### src/hw/rtl/drs_pkg.sv
`default_nettype none
// ----------------------------------------------------------------------------
// drs_pkg
// Shared sizes and types for the disk request scheduler.
// ----------------------------------------------------------------------------
package drs_pkg;

    localparam int MAX_REQ = 64;
    localparam int IDX_W   = $clog2(MAX_REQ);
    localparam int CNT_W   = $clog2(MAX_REQ + 1);
    localparam int CYL_W   = 16;
    localparam int TOT_W   = 22;

    // Policy codes
    localparam logic POL_FIFO = 1'b0;
    localparam logic POL_SSTF = 1'b1;

    // Input word kinds
    localparam logic KIND_LOAD = 1'b0;
    localparam logic KIND_RUN  = 1'b1;

    // Best-candidate state of the seek compare unit
    typedef struct packed {
        logic             found;
        logic [IDX_W-1:0] best_idx;
        logic [CYL_W-1:0] best_cyl;
        logic [CYL_W-1:0] best_dist;
    } t_scan_res;

endpackage
`default_nettype wire

### src/hw/rtl/disk_request_scheduler.sv
// Sequence: a load word is written to the store. A run of n requests takes n
//   serves, each passing START, SCAN (the store through one compare unit, one
//   entry per cycle), DRAIN and SERVE; an empty run gives its single word.
// Throughput: not ready while a run is in progress; loads every cycle.
// Reset: synchronous active-low; clears control, count, flags, policy to SSTF.
`default_nettype none
// ----------------------------------------------------------------------------
// disk_request_scheduler
// Stores cylinder requests and serves them in arrival or shortest-seek order.
// ----------------------------------------------------------------------------
module disk_request_scheduler (
    input  wire logic                      i_clk,
    input  wire logic                      i_rst_n,
    // input channel
    input  wire logic                      i_in_valid,
    output logic                           o_in_ready,
    input  wire logic                      i_kind,
    input  wire logic [drs_pkg::CYL_W-1:0] i_value,
    // configuration channel
    input  wire logic                      i_cfg_valid,
    output logic                           o_cfg_ready,
    input  wire logic                      i_policy,
    // output channel
    output logic                           o_out_valid,
    input  wire logic                      i_out_ready,
    output logic      [drs_pkg::CYL_W-1:0] o_served_cylinder,
    output logic      [drs_pkg::CYL_W-1:0] o_arm_move,
    output logic      [drs_pkg::TOT_W-1:0] o_total_move,
    output logic                           o_last,
    output logic                           o_empty_res,
    output logic                           o_overflowed
);
    import drs_pkg::*;

    localparam logic [2:0] ST_IDLE  = 3'd0;
    localparam logic [2:0] ST_START = 3'd1;
    localparam logic [2:0] ST_SCAN  = 3'd2;
    localparam logic [2:0] ST_DRAIN = 3'd3;
    localparam logic [2:0] ST_SERVE = 3'd4;
    localparam logic [2:0] ST_EMPTY = 3'd5;

    logic [2:0]         r_state, n_state;
    logic               r_policy;
    logic [CNT_W-1:0]   r_count;
    logic               r_drop;
    logic [MAX_REQ-1:0] r_done;
    logic [CYL_W-1:0]   r_head;
    logic [TOT_W-1:0]   r_total;
    logic [IDX_W-1:0]   r_idx;
    logic [IDX_W-1:0]   r_served;
    logic               r_p_valid;
    logic               r_p_done;
    logic [IDX_W-1:0]   r_p_idx;
    logic               r_out_valid;

    logic               in_fire;
    logic               out_free;
    logic               st_we;
    logic [CYL_W-1:0]   rd_data;
    logic [CNT_W-1:0]   cnt_m1;
    logic [IDX_W-1:0]   last_idx;
    logic [TOT_W-1:0]   n_total;
    t_scan_res          scan_res;

    assign in_fire    = i_in_valid && o_in_ready;
    assign out_free   = !r_out_valid || i_out_ready;
    assign o_in_ready = (r_state == ST_IDLE);
    assign o_cfg_ready = 1'b1;
    assign o_out_valid = r_out_valid;
    assign st_we      = in_fire && (i_kind == KIND_LOAD) && (r_count < CNT_W'(MAX_REQ));
    assign cnt_m1     = r_count - CNT_W'(1);
    assign last_idx   = cnt_m1[IDX_W-1:0];
    assign n_total    = r_total + TOT_W'(scan_res.best_dist);

    drs_store u_store (
        .i_clk   (i_clk),
        .i_we    (st_we),
        .i_waddr (r_count[IDX_W-1:0]),
        .i_wdata (i_value),
        .i_raddr (r_idx),
        .o_rdata (rd_data)
    );

    drs_scan u_scan (
        .i_clk        (i_clk),
        .i_rst_n      (i_rst_n),
        .i_clr        (r_state == ST_START),
        .i_policy     (r_policy),
        .i_head       (r_head),
        .i_cand_valid (r_p_valid && !r_p_done),
        .i_cand_idx   (r_p_idx),
        .i_cand_cyl   (rd_data),
        .o_res        (scan_res)
    );

    // Sequencer next state
    always_comb begin
        n_state = r_state;
        unique case (r_state)
            ST_IDLE: begin
                if (in_fire && (i_kind == KIND_RUN)) begin
                    n_state = (r_count == '0) ? ST_EMPTY : ST_START;
                end
            end
            ST_START: n_state = ST_SCAN;
            ST_SCAN: begin
                if (r_idx == last_idx) n_state = ST_DRAIN;
            end
            ST_DRAIN: n_state = ST_SERVE;
            ST_SERVE: begin
                if (out_free) n_state = (r_served == last_idx) ? ST_IDLE : ST_START;
            end
            ST_EMPTY: begin
                if (out_free) n_state = ST_IDLE;
            end
            default: n_state = ST_IDLE;
        endcase
    end

    // Control registers
    always_ff @(posedge i_clk) begin
        if (!i_rst_n) begin
            r_state     <= ST_IDLE;
            r_policy    <= POL_SSTF;
            r_count     <= '0;
            r_drop      <= 1'b0;
            r_done      <= '0;
            r_p_valid   <= 1'b0;
            r_out_valid <= 1'b0;
        end else begin
            r_state <= n_state;
            if (i_cfg_valid && o_cfg_ready) begin
                r_policy <= i_policy;
            end
            // load words
            if (st_we) begin
                r_count <= r_count + CNT_W'(1);
            end else if (in_fire && (i_kind == KIND_LOAD)) begin
                r_drop <= 1'b1;
            end
            r_p_valid <= (r_state == ST_SCAN);
            if (r_out_valid && i_out_ready) begin
                r_out_valid <= 1'b0;
            end
            // serve one request
            if ((r_state == ST_SERVE) && out_free) begin
                r_out_valid <= 1'b1;
                if (r_served == last_idx) begin
                    r_count <= '0;
                    r_drop  <= 1'b0;
                    r_done  <= '0;
                end else begin
                    r_done[scan_res.best_idx] <= 1'b1;
                end
            end
            // empty run
            if ((r_state == ST_EMPTY) && out_free) begin
                r_out_valid <= 1'b1;
                r_drop      <= 1'b0;
            end
        end
    end

    // Datapath registers
    always_ff @(posedge i_clk) begin
        if (in_fire && (i_kind == KIND_RUN)) begin
            r_head   <= i_value;
            r_total  <= '0;
            r_served <= '0;
        end
        if (r_state == ST_START) begin
            r_idx <= '0;
        end else if (r_state == ST_SCAN) begin
            r_idx <= r_idx + IDX_W'(1);
        end
        r_p_idx  <= r_idx;
        r_p_done <= r_done[r_idx];
        if ((r_state == ST_SERVE) && out_free) begin
            r_head            <= scan_res.best_cyl;
            r_total           <= n_total;
            r_served          <= r_served + IDX_W'(1);
            o_served_cylinder <= scan_res.best_cyl;
            o_arm_move        <= scan_res.best_dist;
            o_total_move      <= n_total;
            o_last            <= (r_served == last_idx);
            o_empty_res       <= 1'b0;
            o_overflowed      <= r_drop;
        end
        if ((r_state == ST_EMPTY) && out_free) begin
            o_served_cylinder <= '0;
            o_arm_move        <= '0;
            o_total_move      <= '0;
            o_last            <= 1'b1;
            o_empty_res       <= 1'b1;
            o_overflowed      <= r_drop;
        end
    end

    // Checks
    a_serve_found: assert property (@(posedge i_clk) disable iff (!i_rst_n)
        (r_state == ST_SERVE) |-> scan_res.found)
        else $error("serve without a pending request");

    a_count_range: assert property (@(posedge i_clk) disable iff (!i_rst_n)
        r_count <= CNT_W'(MAX_REQ))
        else $error("request count beyond capacity");

    a_idle_done_clear: assert property (@(posedge i_clk) disable iff (!i_rst_n)
        (r_state == ST_IDLE) |-> (r_done == '0))
        else $error("done flags left set outside a run");

    a_empty_word: assert property (@(posedge i_clk) disable iff (!i_rst_n)
        (o_out_valid && o_empty_res) |-> (o_last && (o_total_move == '0)))
        else $error("empty run word malformed");

endmodule
`default_nettype wire

### src/hw/rtl/drs_store.sv
`default_nettype none
// ----------------------------------------------------------------------------
// drs_store
// Request store: one write port, one read port with registered read data.
// ----------------------------------------------------------------------------
module drs_store (
    input  wire logic                      i_clk,
    input  wire logic                      i_we,
    input  wire logic [drs_pkg::IDX_W-1:0] i_waddr,
    input  wire logic [drs_pkg::CYL_W-1:0] i_wdata,
    input  wire logic [drs_pkg::IDX_W-1:0] i_raddr,
    output logic      [drs_pkg::CYL_W-1:0] o_rdata
);
    import drs_pkg::*;

    logic [CYL_W-1:0] r_mem [MAX_REQ];

    // Write port
    always_ff @(posedge i_clk) begin
        if (i_we) begin
            r_mem[i_waddr] <= i_wdata;
        end
    end

    // Registered read port
    always_ff @(posedge i_clk) begin
        o_rdata <= r_mem[i_raddr];
    end

endmodule
`default_nettype wire

### src/hw/rtl/drs_scan.sv
`default_nettype none
// ----------------------------------------------------------------------------
// drs_scan
// Shared seek compare unit: one candidate per cycle, keeps the best so far.
// ----------------------------------------------------------------------------
module drs_scan (
    input  wire logic                      i_clk,
    input  wire logic                      i_rst_n,
    input  wire logic                      i_clr,
    input  wire logic                      i_policy,
    input  wire logic [drs_pkg::CYL_W-1:0] i_head,
    input  wire logic                      i_cand_valid,
    input  wire logic [drs_pkg::IDX_W-1:0] i_cand_idx,
    input  wire logic [drs_pkg::CYL_W-1:0] i_cand_cyl,
    output drs_pkg::t_scan_res             o_res
);
    import drs_pkg::*;

    t_scan_res        r_res;
    logic [CYL_W-1:0] cand_dist;
    logic             take;

    // Absolute distance and keep decision; ties keep the earlier entry
    always_comb begin
        cand_dist = (i_head >= i_cand_cyl) ? (i_head - i_cand_cyl) : (i_cand_cyl - i_head);
        take = i_cand_valid &&
               (!r_res.found || ((i_policy == POL_SSTF) && (cand_dist < r_res.best_dist)));
    end

    always_ff @(posedge i_clk) begin
        if (!i_rst_n || i_clr) begin
            r_res.found <= 1'b0;
        end else if (take) begin
            r_res.found <= 1'b1;
        end
        if (take) begin
            r_res.best_idx  <= i_cand_idx;
            r_res.best_cyl  <= i_cand_cyl;
            r_res.best_dist <= cand_dist;
        end
    end

    assign o_res = r_res;

endmodule
`default_nettype wire
### config.mk
export PLATFORM = sky130hd
export DESIGN_NAME = disk_request_scheduler
export DESIGN_NICKNAME = d
export VERILOG_FILES = /design/src/hw/rtl/drs_pkg.sv /design/src/hw/rtl/disk_request_scheduler.sv /design/src/hw/rtl/drs_store.sv /design/src/hw/rtl/drs_scan.sv
export SDC_FILE = /design/constraint.sdc
export NUM_CORES = 2
export LEC_CHECK = 0
export BUFFER_PORTS_ARGS = -buffer_cell sky130_fd_sc_hd__clkbuf_2
export CORE_AREA = 2 2 405 206
export DETAILED_ROUTE_END_ITERATION = 8
export DIE_AREA = 0 0 407 208
export PLACE_DENSITY = 0.82
export SYNTH_ARGS = -nofsm -noshare
export SYNTH_HDL_FRONTEND = slang
export SYNTH_SLANG_ARGS = --single-unit
### constraint.sdc
create_clock -name i_clk -period 6.7 [get_ports i_clk]
set_input_delay 0.335 -clock i_clk [delete_from_list [all_inputs] [get_ports i_clk]]
set_output_delay 0.335 -clock i_clk [all_outputs]
set_load 0.02 [all_outputs]
# [After elaboration in Yosys (flattened, before gate mapping)]
# Memory sizes are Yosys's and may differ from the RTL's. A register that Yosys moved wholly into a read port is not among the register bits.
# Index checks and enable logic that the tools add are counted.
[totals] ram_bits=1024 word_cells=109 n_memories=1 register_bits=231 in_bits=23
[mem_list] name="u_store.r_mem" depth=64 word_bits=16 read_ports=1 rd_clocked_by_memory_dff=1 wr=1 line="drs_store.sv:16" source="logic [CYL_W-1:0] r_mem [MAX_REQ];"
[op_classes] n_reduce_logical=25 mux=33 order_cmp=6 eq_ne=11 addsub=7 bitwise=3
[op_table] operator="two-way mux 64 bit" count=1
[op_table] operator="OR 64 bit" count=1
[op_table] operator="two-way mux 16 bit" count=3
[op_table] operator="two-way mux 22 bit" count=2
[op_table] operator="subtractor 16 bit" count=2
[op_table] operator="adder 22 x 16 -> 22 bit" count=1
[op_table] operator="two-way mux 7 bit" count=3
[op_table] operator="case mux 3 bit (6 select lines)" count=1
[op_table] operator="greater-or-equal comparator 16 bit" count=1
[op_table] operator="< comparator 16 bit" count=1
[op_table] operator="two-way mux 3 bit" count=5
[op_table] operator="< comparator 6 x 7 -> 1 bit, second input constant" count=2
[op_table] operator="two-way mux 1 bit" count=14
[op_table] operator="adder 6 x 1 -> 6 bit, second input constant" count=2
[op_table] operator="== test 6 bit" count=2
[op_table] operator="two-way mux 6 bit" count=2
[op_table] operator="logical AND 1 bit" count=11
[op_table] operator="adder 7 x 1 -> 7 bit, second input constant" count=1
[op_table] operator="zero test 7 bit" count=1
[op_table] operator="< comparator 7 bit, second input constant" count=1
[op_table] operator="binary-select mux 1 bit (select 6 bit)" count=1
[op_table] operator="demux 1 bit (select 6 bit)" count=1
[op_table] operator="== test 3 x 2 -> 1 bit, second input constant" count=2
[op_table] operator="== test 3 bit, second input constant" count=2
[op_table] operator="13 further kinds" count=22

# [Logic depth before layout (Yosys ltp)]
[depth] word_depth=7 ltp_mapped=18 depth_no_buf=17

# [Cells and area by module]
# A second synthesis with hierarchy kept.
[unflattened] hier_cells=2972 hier_area_um2=51396.8
[modules_own_cells] mod="drs_store" seq_area_each_um2=31069.8 area_per_inst_um2=40042.2 n_inst=1 cells_each=1829
[modules_own_cells] mod="disk_request_scheduler" seq_area_each_um2=4294.1 area_per_inst_um2=8237.9 n_inst=1 cells_each=829
[modules_own_cells] mod="drs_scan" seq_area_each_um2=1161.1 area_per_inst_um2=3116.7 n_inst=1 cells_each=314

# [Least setup slack after synthesis]
# Ideal clock, no wire load.
[synth_path] path_kind="reg-to-reg" from="register r_head[10]" to="register u_scan.r_res, in the netlist u_scan.o_res[0], enable pin" path_stages_with_launch=18 n_path_buf=2 setup_slack_ns=2.028 required_time_ns=6.298 arrival_ns=4.270 cell_sequence="edfxtp_1 -> inv_1 -> ha_1 -> buf_2 -> nand2_1 -> or3_1 -> a311o_1 -> o21ai_2 -> buf_2 -> mux2_2 -> ha_1 -> a21boi_0 -> o21ai_0 -> nand2b_1 -> a21oi_1 -> o21ai_0 -> a21oi_1 -> o31a_1"
[synth_via] elab_chain_cells=6 word_cells_on_any_way=8 classes_between="2 x add/sub; 2 x order compare; 1 x mux; 3 x reduce/logical"
[synth_rtl] element="start: declaration" line="disk_request_scheduler.sv:47" source="logic [CYL_W-1:0] r_head;"
[synth_rtl] element="start signal: assignment" line="disk_request_scheduler.sv:167" source="r_head <= i_value;"
[synth_rtl] element="start signal: assignment" line="disk_request_scheduler.sv:179" source="r_head <= scan_res.best_cyl;"
[synth_rtl] element="greater-or-equal comparator 16 bit" line="drs_scan.sv:25" source="cand_dist = (i_head >= i_cand_cyl) ? (i_head - i_cand_cyl) : (i_cand_cyl - i_head);"
[synth_rtl] element="two-way mux 16 bit" line="drs_scan.sv:25"
[synth_rtl] element="net u_scan.cand_dist[1]" line="drs_scan.sv:20" source="logic [CYL_W-1:0] cand_dist;"
[synth_rtl] element="< comparator 16 bit" line="drs_scan.sv:27" source="(!r_res.found || ((i_policy == POL_SSTF) && (cand_dist < r_res.best_dist)));"
[synth_rtl] element="logical AND 1 bit" line="drs_scan.sv:27"
[synth_rtl] element="logical OR 1 bit" line="drs_scan.sv:27"
[synth_rtl] element="logical AND 1 bit" line="drs_scan.sv:26" source="take = i_cand_valid &&"
[synth_rtl] element="net u_scan.take" line="drs_scan.sv:21" source="logic take;"
[synth_rtl] element="end: declaration" line="drs_scan.sv:19" source="t_scan_res r_res;"
# The timed path passes the listed nets, and every way through them passes these cells.
# A chain may end at the register's enable or synchronous reset.

# [Worst setup path after layout]
[layout_path] from="register r_head[10]" to="register u_scan.r_res, in the netlist u_scan.o_res[32], enable pin"
[layout_via] elab_chain_cells=6 word_cells_on_any_way=8 classes_between="2 x add/sub; 2 x order compare; 1 x mux; 3 x reduce/logical"
[layout_rtl] element="subtractor 16 bit or greater-or-equal comparator 16 bit (tied branches)" line="drs_scan.sv:25"
[layout_rtl] element="two-way mux 16 bit (*)" line="drs_scan.sv:25"
[layout_rtl] element="net u_scan.cand_dist[13]" line="drs_scan.sv:20"
[layout_rtl] element="< comparator 16 bit (*)" line="drs_scan.sv:27"
[layout_rtl] element="logical AND 1 bit (*)" line="drs_scan.sv:27"
[layout_rtl] element="logical OR 1 bit (*)" line="drs_scan.sv:27"
[layout_rtl] element="logical AND 1 bit (*)" line="drs_scan.sv:26"
[layout_rtl] element="net u_scan.take" line="drs_scan.sv:21"
# Mark *: on every way through the listed nets, which the timed path passes. The rest lies on a longest branch.

==> impl_metrics.tcl <==
set metrics [dict create \
    outcome "complete, no violations" \
    cp_common_cell "ha_1" \
    timing.final.crit_period_ns 5.74 \
    synth_ff_type "edfxtp_1" \
    p_leak_nw 18.4 \
    ys_ff_latch 1271 \
    cts_buffer_depth 3 \
    hold_start "i_rst_n" \
    path_clk_slew_ns 0.07 \
    syn-num-nets 2807 \
    yosysMostFrequentCell "edfxtp_1" \
    cts_resized 0 \
    wl_per_cell_um 33.4 \
    cp-start-kind "flip-flop" \
    firstDrtPassIters 7 \
    drt_iter0_markers 4571 \
    cts_buffers 100 \
    clk_latency_ns 0.71 \
    yosysSeqAreaShare_pct 71.9 \
    slew_viol_final 0 \
    max-cap-violations 0 \
    hold_violations 0 \
    holdPathEnd "r_state[0]$_SDFFE_PN0P_" \
    finalSetupTns_ns 0 \
    cp_slowest_cell "o31a_2" \
    worstSetupEndpointType "flip-flop" \
    whs_ns 0.0414 \
    synth_top_area_share_pct 65.5 \
    switchingPower_mw 6.39 \
    syn_inst 2714 \
    grt_usage_pct 32.3 \
    synthTopCellsByArea "edfxtp_1 (65%), mux4_2 (16%), dfxtp_1 (6.5%)" \
    combPwrFrac_pct 25.3 \
    timing.slew.headroom_pct 9.84 \
    syn-cell-area_um2 50800 \
    synth_edf_count 1107 \
    die_y_um 208 \
    internal-power_mw 14.7 \
    core-area_um2 81000 \
    avgSynthCellArea_um2 18.7 \
    worstPathMaxFanout 20 \
    synthArstFlopShare_pct 0 \
    yosys.area.top_type "edfxtp_1" \
    die_w_um 407 \
    final_antenna_net_count 0 \
    crit_cells 16 \
    drc 0 \
    dpl_cell_area_um2 52800 \
    finalCritPeriodShare_pct 85.7 \
    hold_class "in -> reg" \
    tightest_slew_ns 1.35 \
    dpl.hpwl_mm 82.9 \
    clkPwrFrac_pct 29.8 \
    num_antenna_cells 0 \
    rrSetupSlack_ns 0.96 \
    crit_arrival_ns 6.14 \
    cp.required_ns 7.09 \
    switching_share_pct 30.3 \
    fill_cells 4835 \
    seq_area_um2 36500 \
    antenna_found_initial 8 \
    die_area_um2 84700 \
    hold_depth 3 \
    critPathBufInv 3 \
    drive_gt1_share_pct 24.6 \
    cts_tree "yes" \
    h-tree-depth 3 \
    grt_max_degree 123 \
    stdcell_area_um2 56300 \
    rr_endpoint "u_scan.o_res[32]$_DFFE_PP_" \
    crit_path_max_incr_delay_ns 0.64 \
    yosysUniqueCellTypes 65 \
    yosysWarningCount 0 \
    cts_hold_buf 4 \
    setup_viol 0 \
    floorplan.io_pins 83 \
    area_delta_synth_final_pct 10.8 \
    path_cells "inv_1 > ha_1 > nand2_1 > or3_1 > a311o_1 > o21ai_2 > buf_4 > a2111oi_0 > a31oi_1 > xor2_1 > ha_1 > nand4_1 > nand4b_1 > a221oi_1 > o31a_2 > buf_12" \
    initial_core_util_pct 62.7 \
    portBuffers 81 \
    finalWirelength_mm 135 \
    grt_pass1_vias 27100 \
    power_frac_seq_pct 44.9 \
    max_freq_mhz 174 \
    final.setup_skew_ns 0.0320 \
    r2r_cells 16 \
    clock_sinks 1271 \
    gp_congestion 0.939 \
    cts.root.buffer_cell "clkbuf_16" \
    cts_setup_buffers 0 \
    powerDensity_nw_per_um2 375 \
    vias 28200 \
    grt_pass1_wl_mm 192 \
    rsz0062_at_grt "no" \
    synth_common_cells "edfxtp_1 (1107), mux4_2 (353), nor2_1 (198), dfxtp_1 (164), nand2_1 (127)" \
    final_nets 2950 \
    num_rows 74 \
    rr_startpoint "r_head[10]$_DFFE_PP_" \
    via_per_inst 6.98 \
    critical-path-top-delay-family "compound AO/OA/AOI/OAI gates" \
    multi_input_area_um2 13400 \
    path_class "reg -> reg" \
    peakVddDrop_mv 0.272 \
    overflow 0 \
]
==> stage by stage <==
stage                     util (%)  power, mW  setup slack (ns)  instances
after detailed placement      65.2       14.8              1.14       3853
after CTS                     69.4       21.0              1.12       4045
after global placement        65.2       14.7              1.18       3853
final                         69.4       21.1             0.957       4045
after global routing          69.4       21.8             0.707       4045
after floorplan                  -       13.1              2.03       2714
==> placed cells by master, fill, tap and decap left out, types with 7 or more instances in the layout <==
cell / netlist / layout
clkinvlp_4: 0 / 9
a22o_1: 18 / 18
dfxtp_1: 164 / 159
xnor2_1: 22 / 22
edfxtp_1: 1107 / 1107
nand2b_1: 17 / 16
clkbuf_16: 0 / 104
xor2_1: 28 / 28
mux4_2: 353 / 353
o21ai_0: 40 / 40
o211ai_1: 11 / 11
ha_1: 67 / 67
and3_1: 7 / 7
nor2_2: 0 / 14
clkinv_2: 0 / 18
a21oi_1: 118 / 118
or3_1: 8 / 8
nor3b_1: 8 / 8
buf_4: 5 / 97
o21a_1: 10 / 10
nor2_1: 198 / 183
nand3_1: 19 / 19
nand2_1: 127 / 125
inv_1: 62 / 62
clkbuf_1: 68 / 10
nor2b_1: 14 / 14
clkbuf_2: 0 / 81
bufinv_16: 0 / 15
mux2i_1: 15 / 15
a211oi_1: 11 / 11
a21o_1: 31 / 31
nand4_1: 15 / 15
clkinv_1: 0 / 25
o31ai_1: 18 / 18
and2_1: 7 / 7
nor3_1: 11 / 11
==> state kept, by name, indices dropped and copies added (netlist names), 7 cells and up <==
name and flops:
o_arm_move 16, o_total_move 22, u_scan.o_res 39, o_served_cylinder 16, u_store.r_mem 1024, u_store.o_rdata 16
r_done 64, r_count 7, r_total 22, r_head 16
==> worst max path at each step <==
stage                               from                    endpoint
floorplan           r_head[10]$_DFFE_PP_   u_scan.o_res[0]$_DFFE_PP_
global placement    r_head[10]$_DFFE_PP_  u_scan.o_res[37]$_DFFE_PP_
detailed placement  r_head[10]$_DFFE_PP_  u_scan.o_res[32]$_DFFE_PP_
CTS                 r_head[10]$_DFFE_PP_  u_scan.o_res[34]$_DFFE_PP_
global route        r_head[10]$_DFFE_PP_  u_scan.o_res[32]$_DFFE_PP_
finish              r_head[10]$_DFFE_PP_  u_scan.o_res[32]$_DFFE_PP_
==> power groups by stage <==
stage	sequential [mW]	clock, mW	combinational, mW
3_3_place_gp	9.61	0	5.09
2_1_floorplan	9.60	0	3.53
4_1_cts	9.46	6.31	5.27
6_report	9.48	6.28	5.35
3_5_place_dp	9.63	0	5.20
5_1_grt	9.51	6.58	5.69
==> cell families after synthesis <==
| family | Yosys count | synth area share [%] |
|---|---|---|
| compound gates | 291 | 3.66 |
| simple gates | 454 | 4.03 |
| buf+inv | 207 | 1.70 |
| flops | 1271 | 71.9 |
| fa+ha+maj | 70 | 1.77 |
| xor+xnor | 51 | 0.909 |
| other cells | 1 | 0.00739 |
| mux | 369 | 16.0 |
==> area by class of cell <==
class                           count  share of cell area (%)
Inverter                           62                   0.414
Timing Repair Buffer              186                    2.23
Clock inverter                     73                    1.37
Sequential cell                  1271                    64.9
Tap cell                         1102                    2.45
Clock buffer                      115                    4.72
Multi-Input combinational cell   1236                    23.9
==> worst reg2reg max path, delay by kind of cell (launching register included) <==
family          cells  cell delay (ns)
buf+inv             3             0.63
xor+xnor            1             0.40
fa+ha+maj           2             0.80
flops               1             0.35
simple gates        4             0.96
compound gates      6             2.29
==> metal layers <==
layer	global-route usage [%]	share of wire, %	vias up
met5	0	0.026	-
met4	6.00	1.9	6
met3	10.4	15	222
met2	44.7	43	2284
met1	51.3	40	14600
li1	-	-	11100
(Power assumes the default switching activity.)
